===== src/rtl/core/scfl_pkg.sv =====
// Package for the step cache: sequencer states, result status codes,
// register indexes and fixed field widths. No dependencies.
package scfl_pkg;

    // Fixed field widths
    localparam int STEP_W   = 20;
    localparam int TOTAL_W  = 21;
    localparam int WAYS_W   = 4;
    localparam int STATUS_W = 2;
    localparam int SLOT_W   = 3;
    localparam int CFG_IDX_W = 2;
    localparam int CFG_DATA_W = 21;

    // Reset way count
    localparam logic [WAYS_W-1:0] DEFAULT_WAYS = 4'd5;

    // Register indexes on the configuration channel
    typedef enum logic [CFG_IDX_W-1:0] {
        REG_CACHE_READY = 2'd0,
        REG_TOTAL_STEPS = 2'd1,
        REG_WAYS_IN_USE = 2'd2
    } cfg_reg_t;

    // Result status codes
    typedef enum logic [STATUS_W-1:0] {
        STATUS_REFUSED   = 2'd0,
        STATUS_HIT       = 2'd1,
        STATUS_FILLED    = 2'd2,
        STATUS_FETCH_ERR = 2'd3
    } status_t;

    // Sequencer states
    typedef enum logic [1:0] {
        ST_IDLE,
        ST_SCAN,
        ST_FINISH
    } seq_state_t;

endpackage


===== src/rtl/core/step_cache_fifo_lookup.sv =====
// Step cache top level: fully associative step-to-slot lookup with FIFO eviction.
// Depends on scfl_pkg for states, status codes, register indexes and widths.
//
//  channel   | dir | handshake               | payload
//  ----------+-----+-------------------------+-------------------------------------
//  s_axis    | in  | s_axis_tvalid / tready  | tdata: step[19:0]; tuser: fetch_ok
//  m_axis    | out | m_axis_tvalid / tready  | tdata: slot[2:0]; tuser: status[1:0]
//  cfg       | in  | cfg_valid / cfg_ready   | cfg_index, cfg_data
//
// A missing word is accepted, then compared against each of the W ways (W =
// effective way count), one tag compare per cycle through the single tag
// memory read port, then handed to the output register. A hit at logical
// position k stops the scan early; a refused word skips the scan.
// Reset clears the valid bits, head pointer and sequencer at once; no sweep.
// The input is not ready while a word is in flight; a stalled output holds the
// sequencer in its last state until the result register frees.
module step_cache_fifo_lookup #(
    parameter int MAX_WAYS = 8
) (
    input  logic                              clk,
    input  logic                              rst_n,
    // Input stream
    input  logic                              s_axis_tvalid,
    output logic                              s_axis_tready,
    input  logic [23:0]                       s_axis_tdata,  // step[19:0], zero pad
    input  logic                              s_axis_tuser,  // fetch_ok
    // Output stream
    output logic                              m_axis_tvalid,
    input  logic                              m_axis_tready,
    output logic [7:0]                        m_axis_tdata,  // slot[2:0], zero pad
    output logic [scfl_pkg::STATUS_W-1:0]     m_axis_tuser,  // status[1:0]
    // Configuration writes
    input  logic                              cfg_valid,
    output logic                              cfg_ready,
    input  logic [scfl_pkg::CFG_IDX_W-1:0]    cfg_index,
    input  logic [scfl_pkg::CFG_DATA_W-1:0]   cfg_data
);

    import scfl_pkg::*;

    localparam int PTR_W = (MAX_WAYS > 1) ? $clog2(MAX_WAYS) : 1;
    localparam int EW    = $clog2(MAX_WAYS + 1);
    localparam int CW    = (EW > WAYS_W) ? EW : WAYS_W;

    // Configuration registers
    logic                  cache_ready_reg;
    logic [TOTAL_W-1:0]    total_steps_reg;
    logic [WAYS_W-1:0]     ways_reg;

    // Cache state
    logic [MAX_WAYS-1:0]   valid_reg, valid_next;
    logic [PTR_W-1:0]      oldest_reg, oldest_next;
    logic [STEP_W-1:0]     tag_mem [MAX_WAYS];
    logic [STEP_W-1:0]     rd_data_reg;

    // Request and scan registers
    seq_state_t            state_reg, state_next;
    logic [STEP_W-1:0]     step_reg, step_next;
    logic                  ok_reg, ok_next;
    logic [PTR_W-1:0]      cmp_ptr_reg, cmp_ptr_next;
    logic [PTR_W-1:0]      cnt_reg, cnt_next;
    logic                  empty_found_reg, empty_found_next;
    logic [PTR_W-1:0]      empty_ptr_reg, empty_ptr_next;
    status_t               res_status_reg, res_status_next;
    logic [SLOT_W-1:0]     res_slot_reg, res_slot_next;

    // Output register
    logic                  out_valid_reg, out_valid_next;
    status_t               out_status_reg, out_status_next;
    logic [SLOT_W-1:0]     out_slot_reg, out_slot_next;

    // Decode signals
    logic [CW-1:0]         ways_ext;
    logic [CW-1:0]         eff_ways;
    logic [PTR_W-1:0]      last_idx;
    logic [PTR_W-1:0]      cmp_ptr_inc;
    logic [PTR_W-1:0]      oldest_inc;
    logic                  in_accept;
    logic                  refused;
    logic                  hit_now;
    logic                  last_now;
    logic                  empty_now;
    logic [PTR_W-1:0]      chosen;
    logic                  out_free;
    logic                  cfg_we;
    logic [PTR_W-1:0]      rd_addr;
    logic                  tag_we;

    // Effective way count, clamped to one through MAX_WAYS
    always_comb
    begin
        ways_ext = CW'(ways_reg);
        if (ways_ext == '0)
            eff_ways = CW'(1);
        else if (ways_ext > CW'(MAX_WAYS))
            eff_ways = CW'(MAX_WAYS);
        else
            eff_ways = ways_ext;
        last_idx = PTR_W'(eff_ways - CW'(1));
    end

    // Scan decode
    always_comb
    begin
        cmp_ptr_inc = (cmp_ptr_reg == last_idx) ? '0 : cmp_ptr_reg + PTR_W'(1);
        oldest_inc  = (oldest_reg == last_idx) ? '0 : oldest_reg + PTR_W'(1);
        in_accept   = s_axis_tvalid && s_axis_tready;
        refused     = !cache_ready_reg
                      || ({1'b0, s_axis_tdata[STEP_W-1:0]} >= total_steps_reg);
        hit_now     = valid_reg[cmp_ptr_reg] && (rd_data_reg == step_reg);
        last_now    = (cnt_reg == last_idx);
        empty_now   = !valid_reg[cmp_ptr_reg];
        if (empty_found_reg)
            chosen = empty_ptr_reg;
        else if (empty_now)
            chosen = cmp_ptr_reg;
        else
            chosen = oldest_reg;
        out_free    = !out_valid_reg || m_axis_tready;
        cfg_we      = cfg_valid && cfg_ready;
    end

    // Next state
    always_comb
    begin
        state_next = state_reg;
        unique case (state_reg)
            ST_IDLE:
            begin
                if (in_accept)
                    state_next = refused ? ST_FINISH : ST_SCAN;
            end
            ST_SCAN:
            begin
                if (hit_now || last_now)
                    state_next = ST_FINISH;
            end
            ST_FINISH:
            begin
                if (out_free)
                    state_next = ST_IDLE;
            end
            default: state_next = ST_IDLE;
        endcase
    end

    // Sequencer outputs: handshake and tag memory control
    always_comb
    begin
        s_axis_tready = 1'b0;
        rd_addr       = cmp_ptr_inc;
        tag_we        = 1'b0;
        unique case (state_reg)
            ST_IDLE:
            begin
                s_axis_tready = 1'b1;
                rd_addr       = oldest_reg;
            end
            ST_SCAN:
            begin
                tag_we = !hit_now && last_now && ok_reg;
            end
            ST_FINISH:
            begin
                rd_addr = cmp_ptr_inc;
            end
            default: s_axis_tready = 1'b0;
        endcase
    end

    // Datapath next values
    always_comb
    begin
        step_next        = step_reg;
        ok_next          = ok_reg;
        cmp_ptr_next     = cmp_ptr_reg;
        cnt_next         = cnt_reg;
        empty_found_next = empty_found_reg;
        empty_ptr_next   = empty_ptr_reg;
        res_status_next  = res_status_reg;
        res_slot_next    = res_slot_reg;
        valid_next       = valid_reg;
        oldest_next      = oldest_reg;
        out_valid_next   = out_valid_reg && !m_axis_tready;
        out_status_next  = out_status_reg;
        out_slot_next    = out_slot_reg;

        case (state_reg)
            ST_IDLE:
            begin
                // Latch the request and start the scan at the head
                if (in_accept)
                begin
                    step_next        = s_axis_tdata[STEP_W-1:0];
                    ok_next          = s_axis_tuser;
                    cmp_ptr_next     = oldest_reg;
                    cnt_next         = '0;
                    empty_found_next = 1'b0;
                    res_status_next  = STATUS_REFUSED;
                    res_slot_next    = '0;
                end
            end
            ST_SCAN:
            begin
                if (hit_now)
                begin
                    res_status_next = STATUS_HIT;
                    res_slot_next   = SLOT_W'(cmp_ptr_reg);
                end
                else if (last_now)
                begin
                    // Miss: first empty slot, else evict head; fill if ok_reg
                    if (!empty_found_reg && !empty_now)
                        oldest_next = oldest_inc;
                    valid_next[chosen] = ok_reg;
                    if (ok_reg)
                    begin
                        res_status_next = STATUS_FILLED;
                        res_slot_next   = SLOT_W'(chosen);
                    end
                    else
                    begin
                        res_status_next = STATUS_FETCH_ERR;
                        res_slot_next   = '0;
                    end
                end
                else
                begin
                    // Advance to the next logical position
                    if (empty_now && !empty_found_reg)
                    begin
                        empty_found_next = 1'b1;
                        empty_ptr_next   = cmp_ptr_reg;
                    end
                    cmp_ptr_next = cmp_ptr_inc;
                    cnt_next     = cnt_reg + PTR_W'(1);
                end
            end
            ST_FINISH:
            begin
                // Hand the result over once the output register frees
                if (out_free)
                begin
                    out_valid_next  = 1'b1;
                    out_status_next = res_status_reg;
                    out_slot_next   = res_slot_reg;
                end
            end
            default: ;
        endcase

        // A new way count drops every slot and the head
        if (cfg_we && (cfg_index == REG_WAYS_IN_USE))
        begin
            valid_next  = '0;
            oldest_next = '0;
        end
    end

    // Control registers
    always_ff @(posedge clk or negedge rst_n)
    begin
        if (!rst_n)
        begin
            state_reg       <= ST_IDLE;
            valid_reg       <= '0;
            oldest_reg      <= '0;
            out_valid_reg   <= 1'b0;
            cache_ready_reg <= 1'b0;
            total_steps_reg <= '0;
            ways_reg        <= DEFAULT_WAYS;
        end
        else
        begin
            state_reg     <= state_next;
            valid_reg     <= valid_next;
            oldest_reg    <= oldest_next;
            out_valid_reg <= out_valid_next;
            if (cfg_we)
            begin
                unique case (cfg_index)
                    REG_CACHE_READY: cache_ready_reg <= cfg_data[0];
                    REG_TOTAL_STEPS: total_steps_reg <= cfg_data[TOTAL_W-1:0];
                    REG_WAYS_IN_USE: ways_reg        <= cfg_data[WAYS_W-1:0];
                    default: ;
                endcase
            end
        end
    end

    // Payload registers
    always_ff @(posedge clk)
    begin
        step_reg        <= step_next;
        ok_reg          <= ok_next;
        cmp_ptr_reg     <= cmp_ptr_next;
        cnt_reg         <= cnt_next;
        empty_found_reg <= empty_found_next;
        empty_ptr_reg   <= empty_ptr_next;
        res_status_reg  <= res_status_next;
        res_slot_reg    <= res_slot_next;
        out_status_reg  <= out_status_next;
        out_slot_reg    <= out_slot_next;
    end

    // Tag memory: one write port, one registered read port
    always_ff @(posedge clk)
    begin
        if (tag_we)
            tag_mem[chosen] <= step_reg;
        rd_data_reg <= tag_mem[rd_addr];
    end

    assign cfg_ready     = 1'b1;
    assign m_axis_tvalid = out_valid_reg;
    assign m_axis_tdata  = {{(8 - SLOT_W){1'b0}}, out_slot_reg};
    assign m_axis_tuser  = out_status_reg;

endmodule

===== config.mk =====
export PLATFORM = sky130hd
export DESIGN_NAME = step_cache_fifo_lookup
export DESIGN_NICKNAME = d
export VERILOG_FILES = /design/src/rtl/core/scfl_pkg.sv /design/src/rtl/core/step_cache_fifo_lookup.sv
export SDC_FILE = /design/constraint.sdc
export NUM_CORES = 1
export LEC_CHECK = 0
export CORE_MARGIN = 1
export CORE_UTILIZATION = 45
export CTS_CLUSTER_DIAMETER = 120
export DETAILED_ROUTE_END_ITERATION = 10
export DONT_BUFFER_PORTS = 1
export HOLD_SLACK_MARGIN = 0.02
export SKIP_CTS_REPAIR_TIMING = 1
export SLEW_MARGIN = 20
export SYNTH_ARGS = -nofsm -noshare
export SYNTH_HDL_FRONTEND = slang
export SYNTH_SLANG_ARGS = --single-unit

===== constraint.sdc =====
create_clock -name clk -period 3.32 [get_ports clk]
set_input_delay 0 -clock clk [delete_from_list [all_inputs] [get_ports clk]]
set_output_delay 0 -clock clk [all_outputs]
set_load 0.03 [all_outputs]

Yosys cells after proc, flatten, opt, wreduce, memory -nomap -nowiden. Memory sizes are Yosys's and may differ from the RTL's. A register that Yosys moved wholly into a read port is not among the register bits. Index checks and enable logic that the tools add are counted.

Flip-flop bits (word level): 81. Bits in latches: 0. Bits in writable memories: 160. Memory bits (read-only): 0. Bits of input ports: 53. Logic and storage cells: 136. Memories: 1.

Add/sub/neg operators: 4. $mul: 0. Div/mod/pow operators: 0. $lt $le $gt $ge: 5. Equality and inequality tests: 16. Shift-type cells: 0. Mux-type cells: 54. Bitwise logic cells: 2. Reduce and logical (&&, ||, !) cells: 37.

Memories: tag_mem (words 8, bits a word 20, read ports 1, clocked after Yosys merged registers in 1, wr ports 1, line step_cache_fifo_lookup.sv:53) `logic [STEP_W-1:0] tag_mem [MAX_WAYS];`.

Operators with widths (count): $mux W3 (21); $mux W8 (4); $ge A20 B21 Y1 (1); $eq A20 B20 Y1 (1); $pmux W3 S2 (3); $mux W2 (7); $mux W1 (13); $ne A2 B2 Y1 const B (6); $reduce_and A4 Y1 (3); $reduce_and A2 Y1 (5); $add A3 B1 Y3 const B (3); $eq A3 B3 Y1 (3); $logic_and A1 B1 Y1 (9); $reduce_and A3 Y1 (3); $bwmux W8 (1); $lt A3 B4 Y1 const B (2); $reduce_bool A2 Y1 (4); $logic_not A1 Y1 (6); $pmux W2 S3 (1); $reduce_and A5 Y1 (1); $eq A2 B1 Y1 const B (2); $eq A2 B2 Y1 const B (2); $gt A4 B4 Y1 const B (1); $logic_not A2 Y1 (2); other kinds (11) (14).

Longest topological paths before layout. Gate-level depths: netlist of run 1.

Word-level depth: 13. Depth in mapped cells: 12. Gate-level depth less buffers: 10.

Least setup slack after synthesis of run 1. Ideal clock, no wire load.

Path kind: register to register. Start point: reg ways_reg[0], in the netlist ways_ext[0]. End point: mem tag_mem[0][0] (enable). Library setup time: 0.397 ns. Arrival: 3.114 ns. Setup slack: -0.191 ns. Stages on the path, launching flop included: 11. Path buffers: 0. Clock period less this slack: 3.511 ns. Cell sequence: dfstp_2 -> o21ba_2 -> nor2_1 -> inv_1 -> ha_1 -> xor3_1 -> nor3_2 -> nand2_1 -> nor2_1 -> nand3_1 -> nor2_1.

Cells in the longest elaborated chain, start to end: 10.

RTL lines: from (decl) (line step_cache_fifo_lookup.sv:48) `logic [WAYS_W-1:0] ways_reg;`; from (signal assigned) (line step_cache_fifo_lookup.sv:284) `REG_WAYS_IN_USE: ways_reg <= cfg_data[WAYS_W-1:0];`; $gt A4 B4 Y1 (line step_cache_fifo_lookup.sv:95) `else if (ways_ext > CW'(MAX_WAYS))`; $mux W3 (line step_cache_fifo_lookup.sv:95); $mux W3 (*) (line step_cache_fifo_lookup.sv:93) `if (ways_ext == '0)`; $sub A3 B1 Y3 (*) (line step_cache_fifo_lookup.sv:99) `last_idx = PTR_W'(eff_ways - CW'(1));`; $eq A3 B3 Y1 (*) (line step_cache_fifo_lookup.sv:111) `last_now = (cnt_reg == last_idx);`; $logic_and A1 B1 Y1 (*) (2 in series) (line step_cache_fifo_lookup.sv:161) `tag_we = !hit_now && last_now && ok_reg;`; $mux W1 (*) (line step_cache_fifo_lookup.sv:153) `unique case (state_reg)`; $mux W1 (*) (line step_cache_fifo_lookup.sv:309) `if (tag_we)`; $mux W1 (not written as such) (*) (line step_cache_fifo_lookup.sv:310) `tag_mem[chosen] <= step_reg;`; to (decl) (line step_cache_fifo_lookup.sv:53).

Mark *: on every way between the ends. The rest lies on a longest branch, timed or not.

Final worst setup path of run 1.
Start point: reg ways_reg[0], in the netlist ways_ext[0]. End point: mem tag_mem[6][17] (enable).

The elaborated chain is that of the path after synthesis.

==> reports/summary.txt, run 1 <==
Iteration-0 DRC Markers -> 433
Port buffer count -> 0
Max FFs per register -> 160
Critical path required time -> 3550 ps
Total power -> 11.30 mW
Synth Flop Type -> edfxtp_1
Max Slew Vio Count -> 0
WL met2 -> 11760 um
Max Cap Violations -> 0
Failing checks -> hold timing
Antenna Nets Post-Route -> 0
Number of global-route vias before repair -> 6442
Yosys reg bits -> 261
Netlist cell types -> 67
PnR worst setup slack -> 286.2 ps
Top cell type by total area after synthesis -> edfxtp_1
Setup CP Type -> reg -> reg
CTS max path bufs -> 3
Asr flop ratio synth -> 15.33%
Maximum vdd drop -> 0.0007061 V
WHS -> -25.34 ps
Sequential Area -> 7440 um2
First-pass GRT wire length -> 36470 um
Post-synth top cells -> edfxtp_1 (201), nand2_1 (155), nand3_1 (54)
WL per Instance -> 18.77 um
EDFF count, synth -> 201
Final instance area -> 13170 um2
Clock-pin slew on the worst setup and hold paths -> 60 ps
CP endpoint kind -> flop
Seq pwr share -> 39.9%
Layout cell share with drive strength beyond 1 -> 14.00%
Internal power -> 7.385 mW
Switch share -> 34.63%
Die area -> 25240 um2
RSZ-0062 raised after global routing -> no
CP max FO -> 10
CTS tree -> built
Avg Inst Size Synth -> 13.04 um2
Depth of the CTS H-tree -> 1
Routed WL -> 23910 um
Yosys warns -> 0
Area growth, synth to finish -> 18.91%
Main area contributors after synthesis -> edfxtp_1 (55%), dfrtp_1 (8.6%), nand2_1 (5.3%)
Worst-Margin Slew -> 1033 ps
P_leak -> 4.931 nW
Dpl ws -> 284.9 ps
# clock sinks -> 261
Post-DP HPWL -> 15340 um
Slew headroom -> 30.95%
Uppermost layer routed -> met4
DRC viols -> 0
Total CTS buffers -> 27
Ports -> 66
Synth top area share -> 54.51%
FP Rows -> 57
Ant diodes -> 0
Final core utilization -> 54.30%
Gpl congestion -> 0.8048
Die Y-Extent -> 158.9 um
Setup crit start kind -> flop
Sum of routed wire segments on met1 -> 10380 um
Via count -> 6750
Hold Fails Final Rpt -> 2
Clk Tree Root Cell -> clkbuf_16
Fin crit period -> 3034 ps
Largest net degree at the start of global routing -> 61
Net switching power -> 3.913 mW
Initial core utilization -> 45.67%
Initial antenna violation count -> 0
Die Width -> 158.9 um
Drt pass-1 iters -> 5
Placed cell area -> 11660 um2
Seq/Total Area, Yosys -> 67.19%
Most common cell in the synthesized netlist -> edfxtp_1
Clk network pwr share -> 26.2%
Status -> finished, violations left
Met3 wire length -> 1306 um
Setup violators final -> 0
PwrDens -> 858.0 nW/um2
Placeable Area -> 24250 um2
# fillers -> 2009
GRT Total Usage -> 18.71%
Synth Instances -> 849
Clock Skew -> 12.46 ps
Comb power frac -> 33.9%
Fin crit share -> 91.38%
Vias per cell -> 5.298
Area of the multi-input gates -> 3348 um2
Grt ovf -> 0
CP arrival -> 3270 ps
Worst skew pair latency -> 540 ps
Layout net count -> 1007
Post-Syn Area -> 11070 um2
Fmax -> 329.6 MHz
Worst min-delay path class -> in -> reg
-- worst max-delay path: stages (launching register included) --
cell and delay, ps:
dfstp_2 540, o21ba_2 160, nor2_1 120, inv_1 60
ha_1 240, xor3_1 410, nor3_2 180, nand2_1 140
nor2_1 210, nand3_1 240, nor2_2 200, buf_4 240
-- cells in the final DEF (no fill, tap or decap), drive strengths merged, types with 3 or more instances in the layout --
| cell type | netlist | layout |
|---|---|---|
| edfxtp | 201 | 201 |
| ha | 24 | 24 |
| nor2b | 7 | 7 |
| and2 | 3 | 3 |
| clkinv | 1 | 9 |
| nand2b | 8 | 8 |
| mux2i | 23 | 23 |
| xor2 | 5 | 5 |
| nor2 | 33 | 33 |
| a211oi | 3 | 3 |
| conb | 2 | 6 |
| nand2 | 155 | 155 |
| nand3 | 55 | 55 |
| dlygate4sd3 | 0 | 57 |
| or3 | 3 | 3 |
| a32oi | 21 | 21 |
| nand3b | 4 | 4 |
| dfrtp | 38 | 38 |
| xnor2 | 23 | 23 |
| mux2 | 24 | 24 |
| clkinvlp | 0 | 3 |
| a21oi | 17 | 17 |
| a21o | 7 | 7 |
| a31oi | 6 | 6 |
| buf | 28 | 34 |
| nor3 | 6 | 6 |
| dfxtp | 20 | 20 |
| clkbuf | 15 | 35 |
| and3 | 23 | 23 |
| nand4 | 9 | 9 |
| inv | 32 | 33 |
| o21ai | 17 | 17 |
| or2 | 5 | 5 |
-- routing by layer --
| metal | up-vias | global-route usage, % |
|---|---|---|
| li1 | 3230 | - |
| met1 | 3318 | 25.57 |
| met2 | 166 | 30.74 |
| met3 | 36 | 3.083 |
| met4 | 0 | 5.507 |
| met5 | - | 0 |
-- final cells by class --
| type | instances | share of cell area (%) |
|---|---|---|
| sequential | 261 | 56.50 |
| multi-input combinational | 516 | 25.43 |
| timing repair buffer | 91 | 7.336 |
| clock buffer | 35 | 5.663 |
| tap | 324 | 3.079 |
| clock inverter | 14 | 1.055 |
| inverter | 33 | 0.9407 |
-- worst paths after layout --
check	start	end	slack, ps	cells past startpoint
worst max-delay path	ways_ext[0]	tag_mem[6][17]	290	11
max in group asynchronous	rst_n	total_steps_reg[6]	3050	3
worst min-delay path	cfg_valid	oldest_reg[0]	-30	4
worst max register to register	ways_ext[0]	tag_mem[6][17]	290	11
worst min register to register	res_status_reg[0]	m_axis_tuser[0]	420	0
min in group asynchronous	rst_n	ways_ext[2]	60	2
-- kinds of logic after synthesis --
group	after synthesis	synth area share, %
multiplexers	47	4.520
flip-flops	261	67.19
AO/OA/AOI/OAI	93	6.203
AND/OR/NAND/NOR	316	13.39
other	2	0.06782
XOR/XNOR	30	2.633
buffers and inverters	76	3.288
adder cells (fa/ha/maj)	24	2.712
-- per-stage QoR --
step                      cells  hold WS (ps)  setup TNS [ps]
final                      1274        -25.34               0
after global routing       1274         45.13               0
after CTS                  1215        -872.3               0
after detailed placement   1166        -294.5               0
after global placement     1166        -294.5               0
after floorplan             853        -295.6          -22500
-- power groups by stage --
stage	clock network (mW)	registers, mW	logic, mW
after global placement	0	4.56	3.74
final	2.96	4.51	3.83
after CTS	3.03	4.51	3.79
after global routing	3.15	4.57	4.23
after detailed placement	0	4.57	3.78
after floorplan	0	4.41	2.80
(Power assumes the default switching activity.)
==> inputs of run 2 (changes only) <==
- PLACE_DENSITY: unset -> 0.68
==> reports/summary.txt, run 2 (same netlist as run 1, synthesis figures left out) <==
Status -> completed (was finished, violations left)
Max Cap Violations -> 0 (unchanged)
Slew headroom -> 30.13% (was 30.95%)
Max FFs per register -> 160 (unchanged)
Placed cell area -> 11640 um2 (was 11660 um2)
Setup violators final -> 0 (unchanged)
Worst path max stage delay -> 550 ps (was 540 ps)
Post-DP HPWL -> 14370 um (was 15340 um)
CP max FO -> 20 (was 10)
Dpl ws -> 210.1 ps (was 284.9 ps)
Cells after DPL -> 1157 (was 1166)
CP top delay family -> simple AND/OR/NAND/NOR gates (unchanged)
Total power -> 11.19 mW (was 11.30 mW)
First-pass GRT wire length -> 35650 um (was 36470 um)
Antenna Nets Post-Route -> 0 (unchanged)
Die area -> 25240 um2 (unchanged)
Grt ovf -> 0 (unchanged)
PnR worst setup slack -> 182.3 ps (was 286.2 ps)
Die Y-Extent -> 158.9 um (unchanged)
Sequential Area -> 7440 um2 (unchanged)
Area growth, synth to finish -> 18.56% (was 18.91%)
Iteration-0 DRC Markers -> 513 (was 433)
Gpl congestion -> 0.8488 (was 0.8048)
Layout net count -> 999 (was 1007)
Fin cells -> 1266 (was 1274)
Layout cell share with drive strength beyond 1 -> 13.06% (was 14.00%)
PwrDens -> 852.1 nW/um2 (was 858.0 nW/um2)
Initial core utilization -> 45.67% (unchanged)
Placeable Area -> 24250 um2 (unchanged)
GRT Total Usage -> 18.12% (was 18.71%)
Worst-Margin Slew -> 1045 ps (was 1033 ps)
Critical path required time -> 3570 ps (was 3550 ps)
# clock sinks -> 261 (unchanged)
Die Width -> 158.9 um (unchanged)
Setup CP Type -> reg -> reg (unchanged)
Most used cell, CP -> nor2_1 (unchanged)
Ports -> 66 (unchanged)
Worst min-delay path class -> in -> reg (unchanged)
Initial antenna violation count -> 0 (unchanged)
Most frequent cells in the layout -> edfxtp_1 (201), nand2_1 (155), dlygate4sd3_1 (58) (was edfxtp_1 (201), nand2_1 (155), dlygate4sd3_1 (57))
P_leak -> 4.899 nW (was 4.931 nW)
Commonest non-fill, non-tap cell in the layout -> edfxtp_1 (unchanged)
Depth of the CTS H-tree -> 1 (unchanged)
Max Slew Vio Count -> 0 (unchanged)
CP Cell Sequence -> o21ba_2 > nor2_1 > inv_1 > ha_1 > xor3_1 > nor3_2 > nand2_1 > nor2_1 > nand3_1 > nor2_2 > buf_12 (was o21ba_2 > nor2_1 > inv_1 > ha_1 > xor3_1 > nor3_2 > nand2_1 > nor2_1 > nand3_1 > nor2_2 > buf_4)
Clock-pin slew on the worst setup and hold paths -> 60 ps (about the same)
FP Rows -> 57 (unchanged)
Worst skew pair latency -> 550 ps (was 540 ps)
Final instance area -> 13130 um2 (was 13170 um2)
# fillers -> 1951 (was 2009)
WL per Instance -> 18.92 um (was 18.77 um)
Largest net degree at the start of global routing -> 69 (was 61)
WHS -> 77.73 ps (was -25.34 ps)
Fmax -> 318.7 MHz (was 329.6 MHz)
Setup crit start kind -> flop (unchanged)
Clk Tree Root Cell -> clkbuf_16 (unchanged)
CP arrival -> 3380 ps (was 3270 ps)
Ant diodes -> 0 (unchanged)
Area of the multi-input gates -> 3348 um2 (unchanged)
Fin crit period -> 3138 ps (was 3034 ps)
DRC viols -> 0 (unchanged)
CP endpoint kind -> flop (unchanged)
Drt pass-1 iters -> 7 (was 5)
Number of global-route vias before repair -> 6507 (was 6442)
Total CTS buffers -> 27 (unchanged)
Worst path slowest cell -> dfstp_2 (unchanged)
Fin crit share -> 94.51% (was 91.38%)
CTS tree -> built (unchanged)
Buf+Inv Stages, Crit Path -> 2 (unchanged)
Routed WL -> 23960 um (was 23910 um)
Clock Skew -> 15.07 ps (was 12.46 ps)
Maximum vdd drop -> 0.0005802 V (was 0.0007061 V)
Vias per cell -> 5.376 (was 5.298)
Via count -> 6806 (was 6750)
CTS max path bufs -> 3 (unchanged)
Port buffer count -> 0 (unchanged)
Hold Fails Final Rpt -> 0 (was 2)
## run 2: stage by stage
step,utilization [%],TNS (ps)
after floorplan,-,-22500
after global placement,48.00,0
after detailed placement,48.00,0
after CTS,51.52,0
after global routing,54.14,-20.38
final,54.14,0
## run 2: routing by layer
layer	up-vias	GRT usage (%)	share of wire [%]
met1	3342	23.76	43
li1	3218	-	-
met4	0	5.769	2.2
met2	201	30.42	50
met3	45	3.396	5.2
met5	-	0	0
## run 2: cell type report
type,count,share of cell area (%)
clock buffers,39,5.956
clock inverters,10,0.5432
inverters,33,0.9435
multi-input cells,516,25.50
flip-flops and latches,261,56.67
well taps,324,3.088
repair buffers,83,7.300
## run 2: power breakdown
group | switching, mW | internal [mW]
logic | 2.27 | 1.52
registers | 0.414 | 4.10
clock network | 1.23 | 1.65
total | 3.92 | 7.27
## run 2: worst paths after layout
kind / from / end / slack (ps) / cells after the start
max in group asynchronous: rst_n / total_steps_reg[16] / 3030 / 3
worst max register to register: ways_ext[0] / tag_mem[0][15] / 180 / 11
worst min-delay path: s_axis_tdata[2] / step_reg[2] / 80 / 1
min in group asynchronous: rst_n / ways_ext[2] / 90 / 2
worst max-delay path: ways_ext[0] / tag_mem[0][15] / 180 / 11
worst min register to register: res_status_reg[0] / m_axis_tuser[0] / 420 / 0
==> inputs of run 3 (changes only) <==
- CORE_UTILIZATION: 45 -> 57
- PLACE_DENSITY: 0.68 -> 0.81
==> reports/summary.txt, run 3 (same netlist as run 1, synthesis figures left out) <==
CTS max path bufs -> 3 (unchanged)
Setup total negative slack -> 0 ps (unchanged)
WL per Instance -> 21.70 um (was 18.92 um)
Fin crit period -> 3171 ps (was 3138 ps)
Grt ovf -> 0 (unchanged)
PwrDens -> 865.1 nW/um2 (was 852.1 nW/um2)
Clock Skew -> 8.703 ps (was 15.07 ps)
GRT Total Usage -> 24.18% (was 18.12%)
Max Cap Violations -> 0 (unchanged)
Port buffer count -> 0 (unchanged)
Hold_sp -> s_axis_tdata[8] (was s_axis_tdata[2])
Initial core utilization -> 58.61% (was 45.67%)
CP max FO -> 19 (was 20)
Number of global-route vias before repair -> 6816 (was 6507)
Commonest non-fill, non-tap cell in the layout -> edfxtp_1 (unchanged)
Setup crit start kind -> flop (unchanged)
Clk network pwr share -> 23.9% (was 25.8%)
Die Width -> 141.4 um (was 158.9 um)
Clock-pin slew on the worst setup and hold paths -> 60 ps (about the same)
Total power -> 11.24 mW (was 11.19 mW)
Ports -> 66 (unchanged)
Most frequent cells in the layout -> edfxtp_1 (201), nand2_1 (155), dlygate4sd3_1 (56) (was edfxtp_1 (201), nand2_1 (155), dlygate4sd3_1 (58))
Reg2reg start -> ways_ext[0] (unchanged)
Area growth, synth to finish -> 17.37% (was 18.56%)
CTS tree -> built (unchanged)
Hold Fails Final Rpt -> 0 (unchanged)
Layout cell share with drive strength beyond 1 -> 12.85% (was 13.06%)
Worst path slowest cell -> dfstp_2 (unchanged)
Vias per cell -> 6.031 (was 5.376)
Total CTS buffers -> 25 (was 27)
Via count -> 7249 (was 6806)
Worst-Margin Slew -> 954.3 ps (was 1045 ps)
Status -> completed (unchanged)
Die area -> 19990 um2 (was 25240 um2)
R2R Setup Slk -> 150 ps (was 180 ps)
Hold endpoint -> step_reg[8] (was step_reg[2])
Cells on Worst Hold Path -> 1 (unchanged)
Comb power frac -> 35.8% (was 33.8%)
Largest net degree at the start of global routing -> 61 (was 69)
Maximum vdd drop -> 0.0005324 V (was 0.0005802 V)
Critical path required time -> 3810 ps (was 3570 ps)
Drt pass-1 iters -> 5 (was 7)
FF-to-FF path depth -> 11 (unchanged)
CP arrival -> 3660 ps (was 3380 ps)
Worst path max stage delay -> 550 ps (about the same)
CP endpoint kind -> flop (unchanged)
Setup CP Type -> reg -> reg (unchanged)
Setup violators final -> 0 (unchanged)
Max FFs per register -> 160 (unchanged)
Ant diodes -> 0 (unchanged)
Seq pwr share -> 40.3% (was 40.4%)
Worst min-delay path class -> in -> reg (unchanged)
Die Y-Extent -> 141.4 um (was 158.9 um)
Initial antenna violation count -> 0 (unchanged)
Post-DP HPWL -> 15540 um (was 14370 um)
Antenna Nets Post-Route -> 0 (unchanged)
FP Rows -> 50 (was 57)
Routed WL -> 26080 um (was 23960 um)
P_leak -> 4.866 nW (was 4.899 nW)
Iteration-0 DRC Markers -> 812 (was 513)
Gpl congestion -> 0.9099 (was 0.8488)
CP Cell Sequence -> o21ba_2 > nor2_1 > inv_1 > ha_1 > xnor3_1 > a31o_1 > a21o_2 > buf_12 > mux2i_1 > a32oi_1 > and3_1 (was o21ba_2 > nor2_1 > inv_1 > ha_1 > xor3_1 > nor3_2 > nand2_1 > nor2_1 > nand3_1 > nor2_2 > buf_12)
Depth of the CTS H-tree -> 1 (unchanged)
Max Slew Vio Count -> 0 (unchanged)
Fmax -> 315.3 MHz (was 318.7 MHz)
Layout net count -> 1000 (was 999)
First-pass GRT wire length -> 36470 um (was 35650 um)
Slew headroom -> 36.19% (was 30.13%)
Placeable Area -> 18890 um2 (was 24250 um2)
DRC viols -> 0 (unchanged)
Capturing point of the worst reg2reg path -> rd_data_reg[11] (was tag_mem[0][15])
Fin crit share -> 95.52% (was 94.51%)
Clk Tree Root Cell -> clkbuf_16 (unchanged)
Internal power -> 7.150 mW (was 7.270 mW)
# clock sinks -> 261 (unchanged)
Net switching power -> 4.093 mW (was 3.917 mW)
Switch share -> 36.40% (was 35.01%)
Worst skew pair latency -> 550 ps (about the same)
## run 3: worst max-delay path: cells and delay by family (launching register included)
| family | cells | cell delay (ps) |
|---|---|---|
| and+or+nand+nor | 2 | 410 |
| AOI/OAI and AO/OA | 4 | 1090 |
| adders and majority gates | 1 | 250 |
| muxes | 1 | 120 |
| xor gates and xnor gates | 1 | 400 |
| DFF | 1 | 550 |
| buffers and inverters | 2 | 280 |
## run 3: area by class of cell
cell class	count	area [um2]
Clock buffer	34	669.4
Clock inverter	12	92.59
Fill cell	1178	5897
Inverter	33	123.9
Multi-Input combinational cell	516	3369
Sequential cell	261	7440
Tap cell	260	325.3
Timing Repair Buffer	86	975.9
## run 3: per-stage QoR
stage | util (%) | cell area [um2] | instances | setup slack (ps) | hold WS (ps)
3_5_place_dp | 61.32 | 11580 | 1098 | 74.01 | -294.3
2_1_floorplan | - | 11090 | 853 | -190.8 | -295.6
3_3_place_gp | 61.32 | 11580 | 1098 | 191.7 | -294.6
4_1_cts | 65.35 | 12350 | 1144 | 45.51 | -865.6
5_1_grt | 68.79 | 13000 | 1202 | -22.09 | 67.96
6_report | 68.79 | 13000 | 1202 | 148.6 | 80.45
## run 3: power by group through the flow
stage               combinational, mW  sequential (mW)  clock, mW
CTS                              3.83             4.50       2.69
global placement                 3.64             4.54          0
detailed placement               3.78             4.56          0
floorplan                        2.80             4.41          0
global route                     4.35             4.56       2.82
finish                           4.03             4.53       2.68
## run 3: worst max path at each step
| stage | cells past startpoint | from | end | slack, ps |
|---|---|---|---|---|
| after global placement | 11 | ways_ext[0] | tag_mem[2][13] | 190 |
| final | 11 | ways_ext[0] | rd_data_reg[11] | 150 |
| after floorplan | 10 | ways_ext[0] | tag_mem[0][0] | -190 |
| after global routing | 11 | ways_ext[0] | rd_data_reg[7] | -20 |
| after CTS | 11 | ways_ext[0] | tag_mem[0][10] | 50 |
| after detailed placement | 11 | ways_ext[0] | tag_mem[2][13] | 70 |
## run 3: layer usage
layer	GRT usage (%)	wire, um	part of all wire, %
met3	4.421	2221	8.5
met1	31.49	10040	38
met5	0	0	0
met4	9.960	980	3.8
met2	40.36	12840	49
